<file path="src/rtl/fqs_pkg.sv">
`default_nettype none

package fqs_pkg;

    // Word and field widths of the item
    localparam int DATA_W = 32;
    localparam int POS_W  = 4;
    localparam int OP_W   = 2;

    // Operation codes carried in s_tuser
    localparam logic [OP_W-1:0] OP_PUSH   = 2'd0;
    localparam logic [OP_W-1:0] OP_POP    = 2'd1;
    localparam logic [OP_W-1:0] OP_PEEK   = 2'd2;
    localparam logic [OP_W-1:0] OP_SEARCH = 2'd3;

    // Word returned by pop or peek on an empty queue
    localparam logic signed [DATA_W-1:0] EMPTY_WORD = -32'sd1;

    // Result item as packed into m_tdata, lowest field last
    typedef struct packed {
        logic                     pad;
        logic                     queue_full;
        logic                     queue_empty;
        logic                     success;
        logic [POS_W-1:0]         position_out;
        logic signed [DATA_W-1:0] data_out;
    } result_t;

endpackage

`default_nettype wire

</file>
<file path="src/rtl/fqs_ram.sv">
`default_nettype none

module fqs_ram #(
    parameter int WIDTH = 32,
    parameter int DEPTH = 16
) (
    input  wire logic                     clk,
    input  wire logic                     wr_en,
    input  wire logic [$clog2(DEPTH)-1:0] wr_addr,
    input  wire logic [WIDTH-1:0]         wr_data,
    input  wire logic [$clog2(DEPTH)-1:0] rd_addr,
    output logic      [WIDTH-1:0]         rd_data
);

    logic [WIDTH-1:0] mem [DEPTH];

    // Write one word, read one word with registered output
    always_ff @(posedge clk) begin
        if (wr_en) begin
            mem[wr_addr] <= wr_data;
        end
        rd_data <= mem[rd_addr];
    end

endmodule

`default_nettype wire

</file>
<file path="src/rtl/fifo_queue_with_search.sv">
`default_nettype none
// Steps: push goes IDLE, DONE; pop and peek go IDLE, RD, DONE; search goes IDLE,
// SCAN, DONE, scanning from the head to a match or the tail; on an empty queue pop,
// peek and search go IDLE, DONE. Throughput: one item at a time, so an item holds
// the block until its result is loaded into the output register, and the next item
// is taken only after that. The single RAM read port scans one entry a cycle.
// Reset: head, tail and count clear at once; stored words are kept, no clearing pass.

module fifo_queue_with_search #(
    parameter int DEPTH = 16
) (
    input  wire logic                           aclk,
    input  wire logic                           aresetn,
    // s_tdata: push_value [31:0], search_key [63:32]
    input  wire logic [63:0]                    s_tdata,
    // s_tuser: opcode [1:0]
    input  wire logic [fqs_pkg::OP_W-1:0]       s_tuser,
    input  wire logic                           s_tvalid,
    output logic                                s_tready,
    // m_tdata: data_out [31:0], position_out [35:32], success [36],
    //          queue_empty [37], queue_full [38], zero [39]
    output logic [$bits(fqs_pkg::result_t)-1:0] m_tdata,
    output logic                                m_tvalid,
    input  wire logic                           m_tready
);

    import fqs_pkg::*;

    localparam int IDX_W = $clog2(DEPTH);
    localparam int CNT_W = $clog2(DEPTH + 1);
    localparam logic [IDX_W-1:0] LAST_IDX = IDX_W'(DEPTH - 1);
    localparam logic [CNT_W-1:0] FULL_CNT = CNT_W'(DEPTH);

    localparam logic [1:0] ST_IDLE = 2'd0;
    localparam logic [1:0] ST_RD   = 2'd1;
    localparam logic [1:0] ST_SCAN = 2'd2;
    localparam logic [1:0] ST_DONE = 2'd3;

    logic [1:0]               state_reg, state_next;
    logic [IDX_W-1:0]         head_reg, head_next;
    logic [IDX_W-1:0]         tail_reg, tail_next;
    logic [CNT_W-1:0]         count_reg, count_next;
    logic [IDX_W-1:0]         scan_ptr_reg, scan_ptr_next;
    logic [IDX_W-1:0]         dist_reg, dist_next;
    logic signed [DATA_W-1:0] key_reg, key_next;
    logic [OP_W-1:0]          op_reg, op_next;
    logic signed [DATA_W-1:0] res_data_reg, res_data_next;
    logic [POS_W-1:0]         res_pos_reg, res_pos_next;
    logic                     res_ok_reg, res_ok_next;
    logic                     m_tvalid_reg, m_tvalid_next;
    result_t                  m_tdata_reg, m_tdata_next;

    logic                     wr_en;
    logic [IDX_W-1:0]         rd_addr;
    logic [DATA_W-1:0]        rd_data;
    logic                     q_empty;
    logic                     q_full;
    logic [OP_W-1:0]          in_op;
    logic signed [DATA_W-1:0] in_value;
    logic signed [DATA_W-1:0] in_key;

    function automatic logic [IDX_W-1:0] ring_next(input logic [IDX_W-1:0] idx);
        return (idx == LAST_IDX) ? '0 : idx + 1'b1;
    endfunction

    assign in_op    = s_tuser;
    assign in_value = s_tdata[DATA_W-1:0];
    assign in_key   = s_tdata[2*DATA_W-1:DATA_W];
    assign q_empty  = (count_reg == '0);
    assign q_full   = (count_reg == FULL_CNT);
    assign s_tready = (state_reg == ST_IDLE);
    assign m_tvalid = m_tvalid_reg;
    assign m_tdata  = m_tdata_reg;

    // Read at the head when idle, at the scan pointer while searching
    assign rd_addr = (state_reg == ST_SCAN) ? scan_ptr_reg : head_reg;

    fqs_ram #(
        .WIDTH(DATA_W),
        .DEPTH(DEPTH)
    ) u_store (
        .clk    (aclk),
        .wr_en  (wr_en),
        .wr_addr(tail_reg),
        .wr_data(in_value),
        .rd_addr(rd_addr),
        .rd_data(rd_data)
    );

    // Sequencer: decode, read, scan one entry a cycle, hand over the result
    always_comb begin
        state_next    = state_reg;
        head_next     = head_reg;
        tail_next     = tail_reg;
        count_next    = count_reg;
        scan_ptr_next = scan_ptr_reg;
        dist_next     = dist_reg;
        key_next      = key_reg;
        op_next       = op_reg;
        res_data_next = res_data_reg;
        res_pos_next  = res_pos_reg;
        res_ok_next   = res_ok_reg;
        m_tvalid_next = m_tvalid_reg;
        m_tdata_next  = m_tdata_reg;
        wr_en         = 1'b0;

        // Drop the result once it is taken
        if (m_tvalid_reg && m_tready) begin
            m_tvalid_next = 1'b0;
        end

        unique case (state_reg)
            ST_IDLE: begin
                if (s_tvalid) begin
                    op_next       = in_op;
                    key_next      = in_key;
                    res_data_next = '0;
                    res_pos_next  = '0;
                    res_ok_next   = 1'b0;
                    state_next    = ST_DONE;
                    unique case (in_op) inside
                        OP_PUSH: begin
                            if (!q_full) begin
                                wr_en       = 1'b1;
                                tail_next   = ring_next(tail_reg);
                                count_next  = count_reg + 1'b1;
                                res_ok_next = 1'b1;
                            end
                        end
                        OP_POP, OP_PEEK: begin
                            if (q_empty) begin
                                res_data_next = EMPTY_WORD;
                            end else begin
                                state_next = ST_RD;
                            end
                        end
                        OP_SEARCH: begin
                            if (!q_empty) begin
                                scan_ptr_next = ring_next(head_reg);
                                dist_next     = '0;
                                state_next    = ST_SCAN;
                            end
                        end
                        default: begin
                            state_next = ST_DONE;
                        end
                    endcase
                end
            end
            ST_RD: begin
                res_data_next = rd_data;
                res_ok_next   = 1'b1;
                if (op_reg == OP_POP) begin
                    head_next  = ring_next(head_reg);
                    count_next = count_reg - 1'b1;
                end
                state_next = ST_DONE;
            end
            ST_SCAN: begin
                // Compare the entry read last cycle, fetch the one after
                if (rd_data == key_reg) begin
                    res_ok_next  = 1'b1;
                    res_pos_next = POS_W'(dist_reg);
                    state_next   = ST_DONE;
                end else if (CNT_W'(dist_reg) + 1'b1 == count_reg) begin
                    state_next = ST_DONE;
                end else begin
                    scan_ptr_next = ring_next(scan_ptr_reg);
                    dist_next     = dist_reg + 1'b1;
                end
            end
            ST_DONE: begin
                if (!m_tvalid_reg || m_tready) begin
                    m_tvalid_next             = 1'b1;
                    m_tdata_next.pad          = 1'b0;
                    m_tdata_next.queue_full   = q_full;
                    m_tdata_next.queue_empty  = q_empty;
                    m_tdata_next.success      = res_ok_reg;
                    m_tdata_next.position_out = res_pos_reg;
                    m_tdata_next.data_out     = res_data_reg;
                    state_next                = ST_IDLE;
                end
            end
            default: begin
                state_next = ST_IDLE;
            end
        endcase
    end

    // Control state
    always_ff @(posedge aclk) begin
        if (!aresetn) begin
            state_reg    <= ST_IDLE;
            head_reg     <= '0;
            tail_reg     <= '0;
            count_reg    <= '0;
            m_tvalid_reg <= 1'b0;
        end else begin
            state_reg    <= state_next;
            head_reg     <= head_next;
            tail_reg     <= tail_next;
            count_reg    <= count_next;
            m_tvalid_reg <= m_tvalid_next;
        end
    end

    // Payload and scan registers
    always_ff @(posedge aclk) begin
        scan_ptr_reg <= scan_ptr_next;
        dist_reg     <= dist_next;
        key_reg      <= key_next;
        op_reg       <= op_next;
        res_data_reg <= res_data_next;
        res_pos_reg  <= res_pos_next;
        res_ok_reg   <= res_ok_next;
        m_tdata_reg  <= m_tdata_next;
    end

    // Checks
    a_count_bound: assert property (@(posedge aclk) disable iff (!aresetn)
        count_reg <= FULL_CNT)
        else $error("entry count above depth");

    a_ring_ends: assert property (@(posedge aclk) disable iff (!aresetn)
        (count_reg == '0 || count_reg == FULL_CNT) |-> head_reg == tail_reg)
        else $error("head and tail disagree with count");

    a_scan_nonempty: assert property (@(posedge aclk) disable iff (!aresetn)
        (state_reg == ST_SCAN || state_reg == ST_RD) |-> count_reg != '0)
        else $error("store read on an empty queue");

    a_scan_stops: assert property (@(posedge aclk) disable iff (!aresetn)
        state_reg == ST_SCAN |-> CNT_W'(dist_reg) < count_reg)
        else $error("scan ran past the tail");

endmodule

`default_nettype wire

</file>
<file path="config.mk">
export PLATFORM = sky130hd
export DESIGN_NAME = fifo_queue_with_search
export DESIGN_NICKNAME = d
export VERILOG_FILES = /design/src/rtl/fqs_pkg.sv /design/src/rtl/fqs_ram.sv /design/src/rtl/fifo_queue_with_search.sv
export SDC_FILE = /design/constraint.sdc
export NUM_CORES = 1
export LEC_CHECK = 0
export BUFFER_PORTS_ARGS = -buffer_cell sky130_fd_sc_hd__buf_2
export CORE_MARGIN = 2
export CORE_UTILIZATION = 50
export CTS_BUF_LIST = sky130_fd_sc_hd__clkbuf_4 sky130_fd_sc_hd__clkbuf_8 sky130_fd_sc_hd__clkbuf_16
export DETAILED_ROUTE_END_ITERATION = 12
export GPL_ROUTABILITY_DRIVEN = 0
export PLACE_DENSITY_LB_ADDON = 0.15
export SETUP_SLACK_MARGIN = 0.15
export SLEW_MARGIN = 20
export SYNTH_ARGS = -nofsm -noshare
export SYNTH_HDL_FRONTEND = slang
export SYNTH_SLANG_ARGS = --single-unit
</file>
<file path="constraint.sdc">
create_clock -name aclk -period 5.5 [get_ports aclk]
set_input_delay 0.275 -clock aclk [delete_from_list [all_inputs] [get_ports aclk]]
set_output_delay 0.275 -clock aclk [all_outputs]
set_load 0.02 [all_outputs]
</file>
# Word level (Yosys, flattened, before mapping)
# Memories as Yosys holds them, arrays and structs flattened. A register that Yosys moved wholly into a read port is not among the register bits.
# Index checks and enable logic that the tools add are counted.
[totals] wordCells=118 ramBits=512 out_inout_bits=42 in_bits=70 memories=1 regBits=134
[memory_table] memory="u_store.mem" words=16 word_bits=32 rd=1 rd_clocked_by_memory_dff=1 write_ports=1 line_no="fqs_ram.sv:15" source="logic [WIDTH-1:0] mem [DEPTH];"
[op_classes] eq_ne=24 addsub=7 n_bitwise=1 n_reduce_logical=20 mux=48
[op_table] cell="2-to-1 mux 32 bit" n=3
[op_table] cell="2-to-1 mux 4 bit" n=16
[op_table] cell="case mux 32 bit (2 select lines)" n=1
[op_table] cell="== test 32 bit" n=1
[op_table] cell="case mux 4 bit (2 select lines)" n=3
[op_table] cell="2-to-1 mux 5 bit" n=4
[op_table] cell="adder 4 x 1 -> 4 bit, second input constant" n=4
[op_table] cell="!= test 2 bit, second input constant" n=7
[op_table] cell="== test 4 bit, second input constant" n=3
[op_table] cell="2-to-1 mux 1 bit" n=12
[op_table] cell="2-to-1 mux 2 bit" n=5
[op_table] cell="case mux 5 bit (2 select lines)" n=1
[op_table] cell="AND reduction 3 bit" n=3
[op_table] cell="== test 2 bit, second input constant" n=4
[op_table] cell="case mux 2 bit (4 select lines)" n=1
[op_table] cell="AND reduction 2 bit" n=4
[op_table] cell="== test 2 x 1 -> 1 bit, second input constant" n=3
[op_table] cell="!= test 2 x 1 -> 1 bit, second input constant" n=3
[op_table] cell="AND reduction 6 bit" n=1
[op_table] cell="adder 4 x 1 -> 5 bit, second input constant" n=1
[op_table] cell="adder 5 x 1 -> 5 bit, second input constant" n=1
[op_table] cell="== test 5 bit" n=1
[op_table] cell="== test 5 bit, second input constant" n=1
[op_table] cell="zero test 5 bit" n=1
[op_table] cell="other kinds (14)" n=16

# Logic depth before layout (Yosys ltp)
[logic_depth] depth_word=7 mapped_depth=10 depth_no_buf=9

# Hierarchy
# From an unflattened synthesis, not the netlist that was laid out.
[hier_totals] hier_cells=1206 area_unflattened_um2=25409.4
[by_module_without_submodules] module="fqs_ram" instances=1 area_per_inst_um2=19835.3 cells_per_inst=838
[by_module_without_submodules] module="fifo_queue_with_search" instances=1 area_per_inst_um2=5574.1 cells_per_inst=368

# Worst setup path before layout
# Ideal clock, no wire load.
[synth_timing] path_type="register to register" from="register state_reg[0]" to="memory u_store.mem[3][0] (enable)" setup_time_ps=461 t_required_ps=5039 path_buffers=1 synth_period_minus_slack_ps=4033 arrival_ps=3572 stages_incl_launch_ff=7 path_slack_ps=1467 path_cell_list="dfxtp_1 > inv_1 > ha_1 > o2111a_1 > buf_2 > nand2_1 > nor3_1"
[synth_between] elab_chain_cells=4
[synth_lines] item="start, declared" line_no="fifo_queue_with_search.sv:39" source="logic [1:0] state_reg, state_next;"
[synth_lines] item="start signal, assigned" line_no="fifo_queue_with_search.sv:199" source="state_reg <= state_next;"
[synth_lines] item="zero test 2 bit"
[synth_lines] item="net s_tready" line_no="fifo_queue_with_search.sv:19" source="output logic s_tready,"
[synth_lines] item="2-to-1 mux 1 bit" line_no="fifo_queue_with_search.sv:112" source="unique case (state_reg)"
[synth_lines] item="2-to-1 mux 1 bit" line_no="fqs_ram.sv:19" source="if (wr_en) begin"
[synth_lines] item="2-to-1 mux 1 bit (implied by the code)" line_no="fqs_ram.sv:20" source="mem[wr_addr] <= wr_data;"
[synth_lines] item="end, declared" line_no="fqs_ram.sv:15"
# The timed path passes the listed nets, and every way through them passes these cells.

# Final worst setup path
[layout_timing] from="register state_reg[0]" to="register u_store.rd_data[12], read port of u_store.mem"
[layout_between] elab_chain_cells=2
[layout_lines] item="== test 2 bit" line_no="fifo_queue_with_search.sv:76" source="assign rd_addr = (state_reg == ST_SCAN) ? scan_ptr_reg : head_reg;"
[layout_lines] item="2-to-1 mux 4 bit" line_no="fifo_queue_with_search.sv:76"
[layout_lines] item="end, declared" line_no="fqs_ram.sv:12" source="output logic [WIDTH-1:0] rd_data"
# Every way passes these cells.
# A chain may end at the register's enable or synchronous reset.

==> results.toml <==
[outcome]
outcome = "finished clean"

[die]
core-area_um2 = 51090
rows = 83
start_util = 0.5043
die_area_um2 = 53360
die_h_um = 231.0
io_pins = 112
dieWidth_um = 231.0

[global_route]
first_global_vias = 12850
grt_overflow = 0
track_usage = 0.2095
grt_max_degree = 129
antenna_found_initial = 2
grt_pass1_wl_um = 81070

[setup_path]
rr_worst_depth = 9
slowest_delay_ps = 860
critPathBufInv = 3
critPathSlowestCell = "mux2i_4"
r2r_slack_ps = 2180
crit_path_start_kind = "register"
crit_fanout = 33
path_delay_family = "multiplexers"
r2r_start = "state_reg[0]"
crit_chain = "inv_1 -> ha_1 -> buf_4 -> mux2i_4 -> buf_12 -> mux4_2 -> and2_1 -> a211oi_1 -> a31oi_1"
r2r_end = "u_store.rd_data[12]"
worstPathRequired_ps = 5920
arrival_ps = 3740
critPathCaptureType = "register"
crit_type = "reg2reg"

[yosys]
syn_avg_cell_area_um2 = 19.64
ys_seq_area_frac = 0.7715
synth_common_cells = "edfxtp_1, nand2_1, mux4_2"
synth_edf_count = 630
syn-cell-area_um2 = 25770
yosys_warnings = 0
synth_top_flop_cell = "edfxtp_1"
syn_nets = 1400
synth_area_leaders = "edfxtp_1, mux4_2, dfxtp_1, nand2_1, xnor2_1"
synth.top_cell.area_share = 0.7342
async_flop_share = 0
synth.most_common_cell = "edfxtp_1"
synth_seq_cells = 678
synthDistinctLibCells = 42
synth_area_leader_cell = "edfxtp_1"
postSynthCellCount = 1312

[layout]
area_growth_pct = 16.52
finalNetCount = 1585
ff_latch_area_um2 = 19880
drive_gt1_frac = 0.2714
multiInputGateArea_um2 = 5677
largest_register_ffs = 512
fillers = 3773

[timing]
period_minus_slack_ps = 3317
final-setup-viol-count = 0
maxSlewHeadroom = 0.2328
whs_ps = 53.11
max_freq_mhz = 301.5
rsz0062_at_grt = "false"
period_share = 0.6030
max_slew.worst_pin.slew_ps = 1148
skew_ps = 21.54
tns_ps = 0
timing_hold_violations_final = 0
maxSlewViolCount = 0

[power_and_ir_drop]
finalPower_w = 0.01404
p_switching_w = 0.003726
peakVddDrop_mv = 0.2540
power.leakage_nw = 10.16
pwr-share-clk = 0.340
p_seq_frac = 0.470
p_comb_frac = 0.191
powerDensity_nw_per_um2 = 467.7
p_int_w = 0.01032
p_sw_frac = 0.2654

[routing]
finalWirelength_um = 55060
num_vias = 12650
drc = 0
wl_per_cell_um = 24.61
dr.pass1.iters = 5
vias_per_cell = 5.654
postRouteAntennaNets = 0
drt_iter0_drc = 952

[job]
max_cap_violations = 0

[placed_design]
dp_hpwl_um = 30730
port_buffers = 110

[cts]
clock_latency_ps = 600
cts_tree = "built"
cts.path.max_buffers = 3
cts_buffers = 71
cts_root_buf = "clkbuf_16"
cts.sinks = 678
htreeDepth = 3
clkTransAtPathRegs_ps = 60
ctsResizeCount = 0

[worst_hold_path]
min_path_cells = 1
min_to = "u_store.mem[10][23]"
min_path_type = "in2reg"
min_from = "s_tdata[23]"
## power by group through the flow
stage          sequential (W)  clock (W)  combinational (W)
3_3_place_gp          0.00669          0            0.00267
2_1_floorplan         0.00656          0            0.00199
3_5_place_dp          0.00669          0            0.00270
5_1_grt               0.00664    0.00505            0.00293
6_report              0.00659    0.00477            0.00268
4_1_cts               0.00659    0.00486            0.00272
## stage by stage
stage	instances	area, µm²	setup slack, ps	utilization
6_report	2237	30020	2183	0.5876
5_1_grt	2236	30020	1834	0.5875
4_1_cts	2235	30020	2100	0.5875
3_5_place_dp	2070	27300	2116	0.5344
3_3_place_gp	2070	27300	2162	0.5344
2_1_floorplan	1312	25770	1467	-
## final cells by class
class / instances / area share
antenna: 2 / 0.0001667
clock buffer: 107 / 0.07181
clock inverter: 24 / 0.007252
inverter: 12 / 0.001500
multi-input combinational: 560 / 0.1891
sequential: 678 / 0.6622
tap: 680 / 0.02834
timing repair buffer: 174 / 0.03968
## kinds of logic (layout without fill, tap and decap cells)
group	after synthesis	count (layout)	share of synthesized area
other cells	1	3	0.0001455
flops	678	678	0.7715
xor+xnor	45	45	0.01530
simple gates	248	248	0.04380
fa+ha+maj	18	18	0.009032
buf+inv	74	317	0.01481
compound gates	106	106	0.02792
mux	142	142	0.1175
## worst reg2reg max path: cells and delay by family (launching register included)
family | cells | cell delay (ps)
muxes | 2 | 1430
buffers and inverters | 3 | 770
DFF | 1 | 330
AOI/OAI and AO/OA | 2 | 300
and+or+nand+nor | 1 | 160
adders and majority gates | 1 | 150
## how the worst max path moves through the flow
stage                            start             endpoint  slack, ps  depth (start not counted)
after CTS                 state_reg[0]  u_store.rd_data[18]       2100                          9
final                     state_reg[0]  u_store.rd_data[12]       2180                          9
after global routing      state_reg[0]  u_store.rd_data[17]       1830                          9
after detailed placement  state_reg[0]  u_store.rd_data[12]       2120                          9
after global placement    state_reg[0]  u_store.rd_data[19]       2160                          9
after floorplan           state_reg[0]    u_store.mem[3][0]       1470                          6
## cell usage in the layout, fill, tap and decap left out, drive strengths merged, types with 5 or more instances in the layout
cell / count
edfxtp: 630
nand2: 144
buf: 140
mux4: 128
clkbuf: 107
dfxtp: 48
xnor2: 41
and2: 40
a31oi: 36
a211oi: 34
dlygate4sd3: 34
nor2: 22
ha: 17
clkinv: 16
inv: 15
nor2b: 13
o21ai: 13
mux2i: 11
a21oi: 9
nand4: 8
a21o: 5
nor3: 5
## per-layer routing
metal | GRT usage | routed length [µm] | up-vias
li1 | - | - | 5591
met1 | 0.2893 | 24130 | 6610
met2 | 0.3417 | 26550 | 374
met3 | 0.04064 | 3324 | 72
met4 | 0.06230 | 1045 | 2
met5 | 0 | 11 | -
## repair_timing
item	CTS	global route
buffers inserted	0	0
hold buffers	34	0
hold endpoints to repair	34	0
No activity file was read; power rests on OpenSTA's default activity.
